==> src/design/mspl_pkg.sv <==
`timescale 1ns / 1ps
`default_nettype none

package mspl_pkg;

	// Configuration port geometry and register indexes.
	localparam int CFG_IDX_W  = 3;
	localparam int CFG_DATA_W = 20;

	localparam logic [CFG_IDX_W-1:0] REG_CLOSED_LOOP_ENABLE = 3'd0;
	localparam logic [CFG_IDX_W-1:0] REG_TRACKED_SPEED_RPM  = 3'd1;
	localparam logic [CFG_IDX_W-1:0] REG_OPEN_LOOP_COMMAND  = 3'd2;
	localparam logic [CFG_IDX_W-1:0] REG_VOLTAGE_OFFSET     = 3'd3;
	localparam logic [CFG_IDX_W-1:0] REG_GAIN_P             = 3'd4;
	localparam logic [CFG_IDX_W-1:0] REG_GAIN_I             = 3'd5;
	localparam logic [CFG_IDX_W-1:0] REG_GAIN_D             = 3'd6;

	// Shared multiplier geometry.
	localparam int MUL_A_W = 33;
	localparam int MUL_B_W = 24;
	localparam int PROD_W  = MUL_A_W + MUL_B_W;

	// Fixed-point coefficients (scaled by 2^16 unless noted).
	localparam logic signed [MUL_B_W-1:0] K_RPM      = 24'sd39114;   // rad/s to rpm
	localparam logic signed [MUL_B_W-1:0] K_RAD      = 24'sd109807;  // rpm to rad/s
	localparam logic signed [MUL_B_W-1:0] K_DT       = 24'sd10486;   // dt of 0.01 s
	localparam logic signed [MUL_B_W-1:0] K_ALPHA_D  = 24'sd983000;  // 100 * 9830
	localparam logic signed [MUL_B_W-1:0] K_ALPHA_O  = 24'sd55706;   // 1 - alpha
	localparam logic signed [MUL_B_W-1:0] K_DIV25    = 24'sd2684355; // 2^26 / 25, rounded up
	localparam logic signed [MUL_B_W-1:0] K_DIV3     = 24'sd87382;   // 2^18 / 3, rounded up

	localparam logic [15:0] VOLT_MAX      = 16'd49152;
	localparam logic [15:0] VOLT_NEAR_MAX = 16'd49103;
	localparam logic [14:0] DUTY_MAX      = 15'd25600;
	localparam logic [14:0] CMD_NEAR_MAX  = 15'd25575;
	localparam logic [25:0] ERR_FAULT     = 26'd16000;
	localparam logic [25:0] ERR_WARN      = 26'd1600;

	localparam logic [1:0] HEALTH_NORMAL = 2'd0;
	localparam logic [1:0] HEALTH_TRACK  = 2'd1;
	localparam logic [1:0] HEALTH_FAULT  = 2'd2;

	typedef struct packed {
		logic               closed_loop;
		logic [19:0]        tracked;
		logic [14:0]        command;
		logic signed [16:0] offset;
		logic [15:0]        gain_p;
		logic [15:0]        gain_i;
		logic [15:0]        gain_d;
	} cfg_t;

	typedef enum logic [3:0] {
		OP_NONE,
		OP_RPM_MUL,
		OP_TGT_MUL,
		OP_OPEN_MUL,
		OP_ZERO,
		OP_ERR,
		OP_IINC_MUL,
		OP_DF1_MUL,
		OP_DF2_MUL,
		OP_DFP_MUL,
		OP_I_MUL,
		OP_D_MUL,
		OP_PID,
		OP_OPEN_VOLTS,
		OP_DRIVE,
		OP_DUTY_MUL
	} dp_op_t;

	typedef struct packed {
		dp_op_t op;
		logic   load_in;
		logic   load_out;
	} dp_cmd_t;

	typedef struct packed {
		logic closed_loop;
		logic invalid;
	} dp_stat_t;

	typedef enum logic [4:0] {
		ST_IDLE,
		ST_RPM,
		ST_TGT,
		ST_OPEN,
		ST_ZERO,
		ST_ERR,
		ST_IINC,
		ST_DF1,
		ST_DF2,
		ST_DFP,
		ST_IMUL,
		ST_DMUL,
		ST_PID,
		ST_OVOLTS,
		ST_DRIVE,
		ST_DUTY,
		ST_FINISH
	} ctl_state_t;

endpackage

`default_nettype wire

==> src/design/mspl_cfg.sv <==
`timescale 1ns / 1ps
`default_nettype none

module mspl_cfg (
	input  wire logic                            clk,
	input  wire logic                            arst_n,
	input  wire logic                            wr_en,
	input  wire logic [mspl_pkg::CFG_IDX_W-1:0]  wr_index,
	input  wire logic [mspl_pkg::CFG_DATA_W-1:0] wr_data,
	output mspl_pkg::cfg_t                       cfg
);

	mspl_pkg::cfg_t cfg_q;

	// Writes beyond the register list are dropped.
	always_ff @(posedge clk or negedge arst_n) begin
		if (!arst_n) begin
			cfg_q <= '0;
		end else if (wr_en) begin
			unique case (wr_index)
				mspl_pkg::REG_CLOSED_LOOP_ENABLE: cfg_q.closed_loop <= wr_data[0];
				mspl_pkg::REG_TRACKED_SPEED_RPM:  cfg_q.tracked     <= wr_data[19:0];
				mspl_pkg::REG_OPEN_LOOP_COMMAND:  cfg_q.command     <= wr_data[14:0];
				mspl_pkg::REG_VOLTAGE_OFFSET:     cfg_q.offset      <= $signed(wr_data[16:0]);
				mspl_pkg::REG_GAIN_P:             cfg_q.gain_p      <= wr_data[15:0];
				mspl_pkg::REG_GAIN_I:             cfg_q.gain_i      <= wr_data[15:0];
				mspl_pkg::REG_GAIN_D:             cfg_q.gain_d      <= wr_data[15:0];
				default: begin
				end
			endcase
		end
	end

	assign cfg = cfg_q;

endmodule

`default_nettype wire

==> src/design/mspl_datapath.sv <==
`timescale 1ns / 1ps
`default_nettype none

module mspl_datapath (
	input  wire logic               clk,
	input  wire logic               arst_n,
	input  mspl_pkg::cfg_t          cfg,
	input  mspl_pkg::dp_cmd_t       cmd,
	input  wire logic signed [23:0] in_speed,
	input  wire logic               in_invalid,
	output mspl_pkg::dp_stat_t      stat,
	output logic signed [23:0]      out_rpm,
	output logic [14:0]             out_duty,
	output logic [15:0]             out_drive,
	output logic [1:0]              out_health
);

	localparam int PW = mspl_pkg::PROD_W;

	// Item registers.
	logic signed [23:0]    omega_q;
	logic                  invalid_q;
	logic signed [PW-1:0]  prod_q;
	logic signed [PW-1:0]  acc_q;
	logic signed [23:0]    rpm_q;
	logic signed [25:0]    err_q;
	logic signed [26:0]    diff_q;
	logic [16:0]           volts_q;
	logic [15:0]           drive_q;
	logic [1:0]            health_q;

	// Loop state carried from item to item.
	logic [15:0]           integ_q;
	logic signed [25:0]    prev_q;
	logic signed [31:0]    df_q;

	// Shared multiplier.
	logic                                mul_en;
	logic signed [mspl_pkg::MUL_A_W-1:0] mul_a;
	logic signed [mspl_pkg::MUL_B_W-1:0] mul_b;
	logic signed [PW-1:0]                mul_p;

	logic signed [PW-1:0]  rnd16;
	logic signed [PW-1:0]  dsum;
	logic signed [PW-1:0]  psum;
	logic signed [23:0]    rpm_next;
	logic signed [25:0]    err_next;
	logic signed [26:0]    diff_next;
	logic signed [25:0]    isum;
	logic [15:0]           integ_next;
	logic signed [31:0]    df_next;
	logic [16:0]           pid_next;
	logic signed [18:0]    vsum;
	logic [15:0]           drive_next;
	logic signed [25:0]    tdiff;
	logic signed [25:0]    tabs;
	logic [1:0]            health_next;
	logic [20:0]           cmd_scaled;
	logic [20:0]           drive_scaled;

	assign cmd_scaled   = 21'(cfg.command) * 21'd48 + 21'd12;
	assign drive_scaled = 21'(drive_q) * 21'd25 + 21'd24;

	always_comb begin
		mul_en = 1'b1;
		mul_a  = '0;
		mul_b  = '0;
		unique case (cmd.op)
			mspl_pkg::OP_RPM_MUL: begin
				mul_a = 33'(omega_q);
				mul_b = mspl_pkg::K_RPM;
			end
			mspl_pkg::OP_TGT_MUL: begin
				mul_a = 33'(cfg.tracked);
				mul_b = mspl_pkg::K_RAD;
			end
			mspl_pkg::OP_OPEN_MUL: begin
				mul_a = 33'(cmd_scaled);
				mul_b = mspl_pkg::K_DIV25;
			end
			mspl_pkg::OP_IINC_MUL: begin
				mul_a = 33'(err_q);
				mul_b = mspl_pkg::K_DT;
			end
			mspl_pkg::OP_DF1_MUL: begin
				mul_a = 33'(diff_q);
				mul_b = mspl_pkg::K_ALPHA_D;
			end
			mspl_pkg::OP_DF2_MUL: begin
				mul_a = 33'(df_q);
				mul_b = mspl_pkg::K_ALPHA_O;
			end
			mspl_pkg::OP_DFP_MUL: begin
				mul_a = 33'(err_q);
				mul_b = 24'(cfg.gain_p);
			end
			mspl_pkg::OP_I_MUL: begin
				mul_a = 33'(integ_q);
				mul_b = 24'(cfg.gain_i);
			end
			mspl_pkg::OP_D_MUL: begin
				mul_a = 33'(df_q);
				mul_b = 24'(cfg.gain_d);
			end
			mspl_pkg::OP_DUTY_MUL: begin
				mul_a = 33'(drive_scaled[20:4]);
				mul_b = mspl_pkg::K_DIV3;
			end
			default: mul_en = 1'b0;
		endcase
	end

	assign mul_p = mul_a * mul_b;

	// Round half up and drop 16 fraction bits of the last product.
	assign rnd16 = (prod_q + 57'sd32768) >>> 16;

	always_comb begin
		if (rnd16 > 57'sd8388607) begin
			rpm_next = 24'sh7FFFFF;
		end else if (rnd16 < -57'sd8388608) begin
			rpm_next = -24'sd8388608;
		end else begin
			rpm_next = rnd16[23:0];
		end
	end

	assign err_next  = $signed(rnd16[25:0]) - 26'(omega_q);
	assign diff_next = 27'(err_next) - 27'(prev_q);

	assign isum = $signed(rnd16[25:0]) + $signed({10'd0, integ_q});
	always_comb begin
		if (isum < 26'sd0) begin
			integ_next = '0;
		end else if (isum > 26'sd49152) begin
			integ_next = mspl_pkg::VOLT_MAX;
		end else begin
			integ_next = isum[15:0];
		end
	end

	// Filtered derivative: new and old terms, rounded, saturated to 32 bits.
	assign dsum = (acc_q + prod_q + 57'sd32768) >>> 16;
	always_comb begin
		if (dsum > 57'sd2147483647) begin
			df_next = 32'sh7FFFFFFF;
		end else if (dsum < -57'sd2147483648) begin
			df_next = 32'sh80000000;
		end else begin
			df_next = dsum[31:0];
		end
	end

	// PID sum: the derivative product is scaled by 16 before the final add.
	assign psum = (acc_q + (prod_q <<< 4) + 57'sd128) >>> 8;
	always_comb begin
		if (psum < 57'sd0) begin
			pid_next = '0;
		end else if (psum > 57'sd49152) begin
			pid_next = 17'(mspl_pkg::VOLT_MAX);
		end else begin
			pid_next = psum[16:0];
		end
	end

	assign vsum = $signed({2'b00, volts_q}) + 19'(cfg.offset);
	always_comb begin
		if (vsum < 19'sd0) begin
			drive_next = '0;
		end else if (vsum > 19'sd49152) begin
			drive_next = mspl_pkg::VOLT_MAX;
		end else begin
			drive_next = vsum[15:0];
		end
	end

	assign tdiff = $signed({6'd0, cfg.tracked}) - 26'(rpm_q);
	assign tabs  = (tdiff < 26'sd0) ? -tdiff : tdiff;

	always_comb begin
		priority if (invalid_q) begin
			health_next = mspl_pkg::HEALTH_FAULT;
		end else if (cfg.closed_loop) begin
			if ($unsigned(tabs) > mspl_pkg::ERR_FAULT) begin
				health_next = mspl_pkg::HEALTH_FAULT;
			end else if ($unsigned(tabs) > mspl_pkg::ERR_WARN) begin
				health_next = mspl_pkg::HEALTH_TRACK;
			end else begin
				health_next = mspl_pkg::HEALTH_NORMAL;
			end
		end else if (drive_next >= mspl_pkg::VOLT_NEAR_MAX &&
				cfg.command >= mspl_pkg::CMD_NEAR_MAX) begin
			health_next = mspl_pkg::HEALTH_FAULT;
		end else begin
			health_next = mspl_pkg::HEALTH_NORMAL;
		end
	end

	// Loop state.
	always_ff @(posedge clk or negedge arst_n) begin
		if (!arst_n) begin
			integ_q <= '0;
			prev_q  <= '0;
			df_q    <= '0;
		end else begin
			unique case (cmd.op)
				mspl_pkg::OP_DF1_MUL: integ_q <= integ_next;
				mspl_pkg::OP_DFP_MUL: begin
					df_q   <= df_next;
					prev_q <= err_q;
				end
				mspl_pkg::OP_OPEN_VOLTS: begin
					integ_q <= '0;
					prev_q  <= '0;
					df_q    <= '0;
				end
				default: begin
				end
			endcase
		end
	end

	// Working registers of the item in flight.
	always_ff @(posedge clk) begin
		if (cmd.load_in) begin
			omega_q   <= in_speed;
			invalid_q <= in_invalid;
		end
		if (mul_en) begin
			prod_q <= mul_p;
		end
		unique case (cmd.op)
			mspl_pkg::OP_TGT_MUL,
			mspl_pkg::OP_OPEN_MUL: rpm_q <= rpm_next;
			mspl_pkg::OP_ZERO: begin
				rpm_q   <= rpm_next;
				volts_q <= '0;
			end
			mspl_pkg::OP_ERR: begin
				err_q  <= err_next;
				diff_q <= diff_next;
			end
			mspl_pkg::OP_DF2_MUL:    acc_q   <= prod_q;
			mspl_pkg::OP_I_MUL:      acc_q   <= prod_q <<< 4;
			mspl_pkg::OP_D_MUL:      acc_q   <= acc_q + prod_q;
			mspl_pkg::OP_PID:        volts_q <= pid_next;
			mspl_pkg::OP_OPEN_VOLTS: volts_q <= prod_q[42:26];
			mspl_pkg::OP_DRIVE: begin
				drive_q  <= drive_next;
				health_q <= health_next;
			end
			default: begin
			end
		endcase
		if (cmd.load_out) begin
			out_rpm    <= invalid_q ? 24'sd0 : rpm_q;
			out_duty   <= prod_q[32:18];
			out_drive  <= drive_q;
			out_health <= health_q;
		end
	end

	assign stat.closed_loop = cfg.closed_loop;
	assign stat.invalid     = invalid_q;

endmodule

`default_nettype wire

==> src/design/mspl_ctrl.sv <==
`timescale 1ns / 1ps
`default_nettype none

module mspl_ctrl (
	input  wire logic          clk,
	input  wire logic          arst_n,
	input  wire logic          in_valid,
	output logic               in_ready,
	output logic               out_valid,
	input  wire logic          out_ready,
	input  mspl_pkg::dp_stat_t stat,
	output mspl_pkg::dp_cmd_t  cmd
);

	mspl_pkg::ctl_state_t state_q;
	mspl_pkg::ctl_state_t state_next;
	logic                 out_valid_q;
	logic                 slot_free;

	assign slot_free = !out_valid_q || out_ready;

	always_comb begin
		state_next = state_q;
		unique case (state_q)
			mspl_pkg::ST_IDLE: begin
				if (in_valid) begin
					state_next = mspl_pkg::ST_RPM;
				end
			end
			mspl_pkg::ST_RPM: begin
				priority if (stat.closed_loop && !stat.invalid) begin
					state_next = mspl_pkg::ST_TGT;
				end else if (stat.closed_loop) begin
					state_next = mspl_pkg::ST_ZERO;
				end else begin
					state_next = mspl_pkg::ST_OPEN;
				end
			end
			mspl_pkg::ST_TGT:    state_next = mspl_pkg::ST_ERR;
			mspl_pkg::ST_ERR:    state_next = mspl_pkg::ST_IINC;
			mspl_pkg::ST_IINC:   state_next = mspl_pkg::ST_DF1;
			mspl_pkg::ST_DF1:    state_next = mspl_pkg::ST_DF2;
			mspl_pkg::ST_DF2:    state_next = mspl_pkg::ST_DFP;
			mspl_pkg::ST_DFP:    state_next = mspl_pkg::ST_IMUL;
			mspl_pkg::ST_IMUL:   state_next = mspl_pkg::ST_DMUL;
			mspl_pkg::ST_DMUL:   state_next = mspl_pkg::ST_PID;
			mspl_pkg::ST_PID:    state_next = mspl_pkg::ST_DRIVE;
			mspl_pkg::ST_OPEN:   state_next = mspl_pkg::ST_OVOLTS;
			mspl_pkg::ST_OVOLTS: state_next = mspl_pkg::ST_DRIVE;
			mspl_pkg::ST_ZERO:   state_next = mspl_pkg::ST_DRIVE;
			mspl_pkg::ST_DRIVE:  state_next = mspl_pkg::ST_DUTY;
			mspl_pkg::ST_DUTY:   state_next = mspl_pkg::ST_FINISH;
			mspl_pkg::ST_FINISH: begin
				if (slot_free) begin
					state_next = mspl_pkg::ST_IDLE;
				end
			end
			default: state_next = mspl_pkg::ST_IDLE;
		endcase
	end

	always_comb begin
		in_ready     = (state_q == mspl_pkg::ST_IDLE);
		cmd.load_in  = in_ready && in_valid;
		cmd.load_out = (state_q == mspl_pkg::ST_FINISH) && slot_free;
		unique case (state_q)
			mspl_pkg::ST_RPM:    cmd.op = mspl_pkg::OP_RPM_MUL;
			mspl_pkg::ST_TGT:    cmd.op = mspl_pkg::OP_TGT_MUL;
			mspl_pkg::ST_OPEN:   cmd.op = mspl_pkg::OP_OPEN_MUL;
			mspl_pkg::ST_ZERO:   cmd.op = mspl_pkg::OP_ZERO;
			mspl_pkg::ST_ERR:    cmd.op = mspl_pkg::OP_ERR;
			mspl_pkg::ST_IINC:   cmd.op = mspl_pkg::OP_IINC_MUL;
			mspl_pkg::ST_DF1:    cmd.op = mspl_pkg::OP_DF1_MUL;
			mspl_pkg::ST_DF2:    cmd.op = mspl_pkg::OP_DF2_MUL;
			mspl_pkg::ST_DFP:    cmd.op = mspl_pkg::OP_DFP_MUL;
			mspl_pkg::ST_IMUL:   cmd.op = mspl_pkg::OP_I_MUL;
			mspl_pkg::ST_DMUL:   cmd.op = mspl_pkg::OP_D_MUL;
			mspl_pkg::ST_PID:    cmd.op = mspl_pkg::OP_PID;
			mspl_pkg::ST_OVOLTS: cmd.op = mspl_pkg::OP_OPEN_VOLTS;
			mspl_pkg::ST_DRIVE:  cmd.op = mspl_pkg::OP_DRIVE;
			mspl_pkg::ST_DUTY:   cmd.op = mspl_pkg::OP_DUTY_MUL;
			default:             cmd.op = mspl_pkg::OP_NONE;
		endcase
	end

	always_ff @(posedge clk or negedge arst_n) begin
		if (!arst_n) begin
			state_q     <= mspl_pkg::ST_IDLE;
			out_valid_q <= 1'b0;
		end else begin
			state_q <= state_next;
			if (cmd.load_out) begin
				out_valid_q <= 1'b1;
			end else if (out_ready) begin
				out_valid_q <= 1'b0;
			end
		end
	end

	assign out_valid = out_valid_q;

endmodule

`default_nettype wire

==> src/design/motor_speed_pid_loop_top.sv <==
// Motor speed control loop: one measured shaft speed in, one drive result out.
// Input beats arrive on the s_ group: s_tdata carries the signed speed in 1/16 rad/s
// and s_tuser flags the measurement as invalid. Each input beat yields exactly one
// output beat on the m_ group carrying speed in rpm, duty, drive voltage and health.
// The seven loop registers are written through the cfg_ port, which is always ready;
// they should only be changed while no item is in flight.
// One item is processed at a time by a sequencer around a single shared 33 x 24 bit
// multiplier with a registered product. A closed-loop item with a valid measurement
// runs the longest sequence of states, through the error, integrator, derivative filter
// and PID steps; an open-loop item or an invalid closed-loop item takes a shorter path.
// The sequencer returns to idle between items and takes no new beat until it is there.
// The chain of dependent multiplications of a closed-loop step makes its path the longest.
// A finished result sits in the output register, so a new input beat is taken while it
// waits; if the receiver stalls, the next result waits in the sequencer until the
// output register empties, and input is held off meanwhile.
// Reset clears the configuration, the integrator, the previous error and the filtered
// derivative to zero, and leaves both channels empty.
`timescale 1ns / 1ps
`default_nettype none

module motor_speed_pid_loop_top (
	input  wire logic                            clk,
	input  wire logic                            arst_n,
	// Input stream.
	input  wire logic                            s_tvalid,
	output logic                                 s_tready,
	input  wire logic [23:0]                     s_tdata,  // [23:0] shaft_speed
	input  wire logic                            s_tuser,  // [0] speed_invalid
	// Output stream.
	output logic                                 m_tvalid,
	input  wire logic                            m_tready,
	// [23:0] speed_rpm, [38:24] duty_percent, [54:39] drive_voltage,
	// [56:55] health_status, [63:57] zero
	output logic [63:0]                          m_tdata,
	// Configuration writes.
	input  wire logic                            cfg_valid,
	output logic                                 cfg_ready,
	input  wire logic [mspl_pkg::CFG_IDX_W-1:0]  cfg_index,
	input  wire logic [mspl_pkg::CFG_DATA_W-1:0] cfg_data
);

	mspl_pkg::cfg_t     cfg;
	mspl_pkg::dp_cmd_t  cmd;
	mspl_pkg::dp_stat_t stat;

	logic signed [23:0] out_rpm;
	logic [14:0]        out_duty;
	logic [15:0]        out_drive;
	logic [1:0]         out_health;

	// Register writes complete in the beat they are offered.
	assign cfg_ready = 1'b1;

	mspl_cfg u_cfg (
		.clk      (clk),
		.arst_n   (arst_n),
		.wr_en    (cfg_valid && cfg_ready),
		.wr_index (cfg_index),
		.wr_data  (cfg_data),
		.cfg      (cfg)
	);

	mspl_ctrl u_ctrl (
		.clk       (clk),
		.arst_n    (arst_n),
		.in_valid  (s_tvalid),
		.in_ready  (s_tready),
		.out_valid (m_tvalid),
		.out_ready (m_tready),
		.stat      (stat),
		.cmd       (cmd)
	);

	mspl_datapath u_datapath (
		.clk        (clk),
		.arst_n     (arst_n),
		.cfg        (cfg),
		.cmd        (cmd),
		.in_speed   ($signed(s_tdata)),
		.in_invalid (s_tuser),
		.stat       (stat),
		.out_rpm    (out_rpm),
		.out_duty   (out_duty),
		.out_drive  (out_drive),
		.out_health (out_health)
	);

	assign m_tdata = {7'd0, out_health, out_drive, out_duty, out_rpm};

	// The sequencer is busy after taking a beat, so input is not ready straight after it.
	assert property (@(posedge clk) disable iff (!arst_n)
		s_tvalid && s_tready |=> !s_tready)
		else $error("input taken while an item is still in work");

	// The drive voltage never leaves the 0 to 12 V range.
	assert property (@(posedge clk) disable iff (!arst_n)
		m_tvalid |-> out_drive <= mspl_pkg::VOLT_MAX)
		else $error("drive voltage above full scale");

	// Duty follows the clamped drive and stays within 100 percent.
	assert property (@(posedge clk) disable iff (!arst_n)
		m_tvalid |-> out_duty <= mspl_pkg::DUTY_MAX)
		else $error("duty above 100 percent");

	// An invalid measurement always reports a fault and a zero speed.
	assert property (@(posedge clk) disable iff (!arst_n)
		cmd.load_out && stat.invalid |=> out_health == mspl_pkg::HEALTH_FAULT && out_rpm == 24'sd0)
		else $error("invalid measurement not reported as fault");

endmodule

`default_nettype wire

==> config.mk <==
export PLATFORM = sky130hd
export DESIGN_NAME = motor_speed_pid_loop_top
export DESIGN_NICKNAME = d
export VERILOG_FILES = /design/src/design/mspl_pkg.sv /design/src/design/mspl_cfg.sv /design/src/design/mspl_datapath.sv /design/src/design/mspl_ctrl.sv /design/src/design/motor_speed_pid_loop_top.sv
export SDC_FILE = /design/constraint.sdc
export NUM_CORES = 2
export LEC_CHECK = 0
export BUFFER_PORTS_ARGS = -buffer_cell sky130_fd_sc_hd__buf_4
export CORE_ASPECT_RATIO = 1.4
export CORE_MARGIN = 2
export CORE_UTILIZATION = 30
export DETAILED_ROUTE_END_ITERATION = 12
export GPL_TIMING_DRIVEN = 1
export REMOVE_ABC_BUFFERS = 1
export SYNTH_ARGS = -nofsm -noshare
export SYNTH_HDL_FRONTEND = slang
export SYNTH_SLANG_ARGS = --single-unit
==> constraint.sdc <==
create_clock -name clk -period 14 [get_ports clk]
set_clock_uncertainty 0.2 [all_clocks]
set_input_delay 1.4 -clock clk [delete_from_list [all_inputs] [get_ports clk]]
set_output_delay 1.4 -clock clk [all_outputs]
set_load 0.05 [all_outputs]
# Yosys cells after proc, flatten, opt, wreduce, memory -nomap -nowiden
# Memory sizes are Yosys's and may differ from the RTL's.
# Cells that the tools add are included.
# word_totals
ff_bits	489
inputBits	53
out_inout_bits	67
memories	1
romBits	64
wordCells	154
# mem_list
name	depth	word_bits	rd	rd_clocked_by_memory_dff	wr	line_no	source
(name not given)	16	4	1	0	0	mspl_ctrl.sv:66	unique case (state_q)
# op_classes
magnitude_cmp	15
muxes	30
n_addsub	13
n_mul	3
n_reduce_logical	27
eq_ne	39
# op_table
cell	count
33-bit case mux with 8 select lines	1
22-bit case mux with 10 select lines	1
57-bit case mux with 3 select lines	1
57-bit by 17-bit adder with 57-bit output, second input constant	2
57-bit adder	2
5-bit case mux with 15 select lines	1
16-bit two-way mux	4
32-bit two-way mux	2
32-bit case mux with 2 select lines	1
57-bit by 9-bit adder with 57-bit output, second input constant	1
33-bit by 23-bit multiplier with 56-bit output	1
26-bit by 1-bit less-than comparator with 1-bit output, second input constant	2
26-bit case mux with 2 select lines	1
17-bit case mux with 3 select lines	1
49-bit by 17-bit > comparator with 1-bit output, second input constant	1
49-bit by 1-bit less-than comparator with 1-bit output, second input constant	1
41-bit by 24-bit > comparator with 1-bit output, second input constant	1
41-bit by 32-bit > comparator with 1-bit output, second input constant	1
41-bit by 24-bit less-than comparator with 1-bit output, second input constant	1
41-bit by 32-bit less-than comparator with 1-bit output, second input constant	1
5-bit by 4-bit equality test with 1-bit output, second input constant	8
17-bit two-way mux	2
4-bit equality test, second input constant	8
16-bit case mux with 2 select lines	1
other kinds (47)	81

# Longest topological paths before layout
# depth
ltp_word	8
mapped_depth	53
ltp_nobuf	52

# By module
# From an unflattened synthesis, not the netlist that was laid out.
# hier_totals
hier_cells	6517
area_unflattened_um2	60551.8
# by_module_without_submodules
module	cells_each	instances	area_each_um2	seq_area_each_um2
mspl_datapath	6245	1	56161.4	11070.6
mspl_cfg	219	1	3926.3	2527.4
mspl_ctrl	43	1	396.6	150.1
motor_speed_pid_loop_top	10	1	67.6	0.0

# Worst setup path after synthesis
# Ideal clock, no wire load.
# synth_timing
path_type	register -> register
startpoint	register u_datapath.drive_q[2]
endpoint	register u_datapath.prod_q[54], data pin
path_stages_with_launch	47
n_path_buf	2
path_slack_ps	2597
setup_time_ps	265
t_arrival_ps	10938
t_required_ps	13535
synth_period_minus_slack_ps	11403
cell_sequence	edfxtp_1 -> ha_1 -> fa_1 -> ha_1 -> ha_1 -> a21o_1 -> a21oi_1 -> o21ai_0 -> a21oi_1 -> o21ai_0 -> a21oi_1 -> o21ai_0 -> a21oi_1 -> o21bai_1 -> a21oi_1 -> o211ai_1 -> a21oi_1 -> xnor2_1 -> [... 11 more ...] -> fa_1 -> inv_1 -> fa_1 -> inv_1 -> ha_1 -> clkbuf_1 -> a21o_1 -> a211oi_1 -> a2111o_1 -> o21ai_0 -> nand4_1 -> a31oi_1 -> nand4_1 -> nand3_1 -> o21ai_0 -> o311a_1 -> a22oi_1 -> xor2_1
# synth_between
elab_chain_len	4
# synth_rtl
item	line_no	source
start: declaration	mspl_datapath.sv:29	logic [15:0] drive_q;
start signal: assignment	mspl_datapath.sv:249	drive_q <= drive_next;
16-bit by 5-bit multiplier with 21-bit output	mspl_datapath.sv:62	assign drive_scaled = 21'(drive_q) * 21'd25 + 21'd24;
21-bit by 5-bit adder with 21-bit output	mspl_datapath.sv:62	
33-bit case mux with 8 select lines	mspl_datapath.sv:68	unique case (cmd.op)
33-bit by 23-bit multiplier with 56-bit output	mspl_datapath.sv:113	assign mul_p = mul_a * mul_b;
named net u_datapath.mul_p[54]	mspl_datapath.sv:41	logic signed [PW-1:0] mul_p;
end signal: assignment	mspl_datapath.sv:230	prod_q <= mul_p;
end: declaration	mspl_datapath.sv:23	logic signed [PW-1:0] prod_q;
# The timed path passes the listed nets, and every way through them passes these cells.
# A chain may end at the register's enable or synchronous reset.

# Final worst setup path
# Ends and elaborated chain as after synthesis.

==> flow_metrics.tcl <==
set metrics [dict create \
    cp_common_cell "fa_1" \
    first_global_vias 49500 \
    cts_tree "done" \
    wl_per_cell_um 22.7 \
    slew-limit-headroom 0.0376 \
    antenna_found_initial 12 \
    core_um2 199000 \
    fin_nets 7756 \
    die_w_um 382 \
    final_cell_mix "inv_1, nand2_1, fa_1, ha_1, nor2_1" \
    cts_sinks 488 \
    cts_buffer_depth 3 \
    end_kind "flip-flop" \
    initial_core_util 0.301 \
    rows 194 \
    muxShareOfSynthArea 0.0212 \
    placed_cells 9101 \
    final_cell_area_um2 66200 \
    hold_viol 0 \
    tns_ns 0 \
    grt_use_total 0.203 \
    placedInstanceArea_um2 64400 \
    vias_per_cell 5.23 \
    async_flop_share 0.371 \
    path_max_fanout 7 \
    area_growth_syn_to_layout_pct 10.5 \
    layoutNonFillerInstCount 9200 \
    finish.utilization 0.333 \
    cp.arrival_ns 13.53 \
    r2r_setup_slack_ns 0.67 \
    outcome "finished clean" \
    period_minus_slack_ns 13.33 \
    ys_ff_latch 488 \
    holdPathEnd "u_datapath.out_health[0]" \
    place_congestion 0.978 \
    timing.fmax_ghz 0.0750 \
    whs_path_depth 0 \
    worstMarginPinSlew_ns 1.44 \
    syn_avg_cell_area_um2 9.33 \
    synth_fa_ha_area_frac 0.338 \
    synth_seq_area_share 0.229 \
    synthSimpleGateAreaFrac 0.145 \
    drive_above_1_share 0.0865 \
    netlist_area_um2 59900 \
    reg2regPathDepth 42 \
    synth_flop_cell "edfxtp_1" \
    grt_overflow_total 0 \
    timing.rr.end "u_datapath.prod_q[54]" \
    die_y_um 533 \
    antenna_left 0 \
    drv_slew 0 \
    worstSkewPairLatency_ns 0.68 \
    routed_wl_um 209000 \
    cts_max_level 2 \
    rsz0062_at_grt "no" \
    layout_commonest_cell "inv_1" \
    synth_edf_count 307 \
    netlist.area_leader.share 0.236 \
    hpwl_um 171000 \
    cts_root_buffer "clkbuf_16" \
    critical_path.max_stage_delay_ns 0.79 \
    post-route-period-util 0.952 \
    port_buffers 111 \
    die-area_um2 203000 \
    firstDrtPassIters 7 \
    vias 48100 \
    path_clk_slew_ns 0.07 \
    synth_cell_types 115 \
    min_from "u_datapath.health_q[0]" \
    drc 0 \
    drv_cap 0 \
    crit_type "flip-flop to flip-flop" \
    setup_violations 0 \
    synthTopCellsByArea "fa_1, edfxtp_1, ha_1" \
    r2r_start "u_datapath.drive_q[2]" \
    synth_compound_area_frac 0.143 \
    grt_max_degree 70 \
    synth_top_family_by_area "adder cells" \
    io_pins 120 \
    cp_data_required_time_ns 14.21 \
    critPathLaunchType "flip-flop" \
    synth_warnings 0 \
    synth_xor_area_frac 0.0428 \
    numCtsBuffers 52 \
    cp_slowest_cell "o311ai_4" \
    first_iter_violations 3649 \
    syn_inst 6423 \
    hp-class "flip-flop to flip-flop" \
    cts_setup_buffers 0 \
    grt_pass1_wl_um 313000 \
    synth_area_leader_cell "fa_1" \
]
[sequential cells by signal (all words and copies together) (netlist names), 17 cells and up]
signal	flops
u_datapath.diff_q	27
u_cfg.cfg	101
u_datapath.out_rpm	24
u_datapath.omega_q	24
u_datapath.rpm_q	24
u_datapath.acc_q	57
u_datapath.prod_q	56
u_datapath.df_q	32
u_datapath.volts_q	17
u_datapath.err_q	26
u_datapath.prev_q	26
[timing repair]
action	in CTS	in global routing
setup endpoints to repair	0	3
hold buffers	0	0
resized for setup	0	1
[layout make-up]
cell class | instances | area, µm²
clock inverters | 28 | 402
clock buffers | 70 | 1460
repair buffers | 243 | 1870
well taps | 2646 | 3310
flip-flops and latches | 488 | 13700
fillers | 20500 | 133000
multi-input cells | 4705 | 41600
inverters | 1019 | 3820
diodes | 1 | 2.50
[kinds of logic after synthesis]
group / after synthesis
DFF: 488
muxes: 114
buffers and inverters: 1262
adders and majority gates: 1194
and+or+nand+nor: 1824
AOI/OAI and AO/OA: 1248
xor gates and xnor gates: 291
other: 2
[synth_stat cells, drive strengths merged, types with 35 or more instances]
master,n
nand3,98
a22oi,54
nor3,113
xnor2,189
and2,142
a31oi,54
o211ai,53
nand2b,48
o21bai,40
nor2,321
nand2,793
fa,708
nand4,55
xor2,102
inv,1018
clkbuf,202
a211oi,53
buf,41
o21ai,283
dfrtp,181
o21a,35
mux2,102
nor2b,47
a21o,117
ha,486
a21oi,286
or3,38
edfxtp,307
and3,48
[how the worst max path moves through the flow]
stage / startpoint / end / slack [ns] / depth (start not counted)
after floorplan: u_ctrl.state_q[2] / u_datapath.prod_q[55] / 0.07 / 28
after global placement: u_datapath.drive_q[1] / u_datapath.prod_q[54] / 0.57 / 48
after detailed placement: u_datapath.drive_q[1] / u_datapath.prod_q[54] / 0.47 / 48
after CTS: u_datapath.drive_q[1] / u_datapath.prod_q[54] / 0.38 / 48
after global routing: u_datapath.drive_q[1] / u_datapath.prod_q[54] / 0.19 / 49
final: u_datapath.drive_q[2] / u_datapath.prod_q[54] / 0.67 / 42
[layer usage]
metal | wire, µm | GRT usage | vias to the layer above | part of all wire
met5 | 13 | 0 | - | 0.000062
met4 | 17300 | 0.141 | 2 | 0.083
met3 | 10400 | 0.0212 | 493 | 0.049
met2 | 103000 | 0.354 | 1716 | 0.49
met1 | 78500 | 0.233 | 24200 | 0.38
li1 | - | - | 21700 | -
[per-stage QoR]
| stage | setup slack (ns) | hold slack [ns] |
|---|---|---|
| final | 0.674 | 0.228 |
| after global routing | 0.187 | 0.245 |
| after CTS | 0.384 | 0.227 |
| after detailed placement | 0.465 | 0.212 |
| after global placement | 0.572 | 0.209 |
| after floorplan | 0.0658 | 0.200 |
[worst max-delay path, delay by kind of cell, from the launching register on]
kind	cells	cell delay, ns
AOI/OAI and AO/OA	20	5.56
adders and majority gates	12	5.40
and+or+nand+nor	4	0.76
buffers and inverters	5	0.59
DFF	1	0.44
xor gates and xnor gates	1	0.10
Power is left out: the tool's default activity adds up to more than one toggle a clock period on the data nets, which glitch-free logic cannot reach.
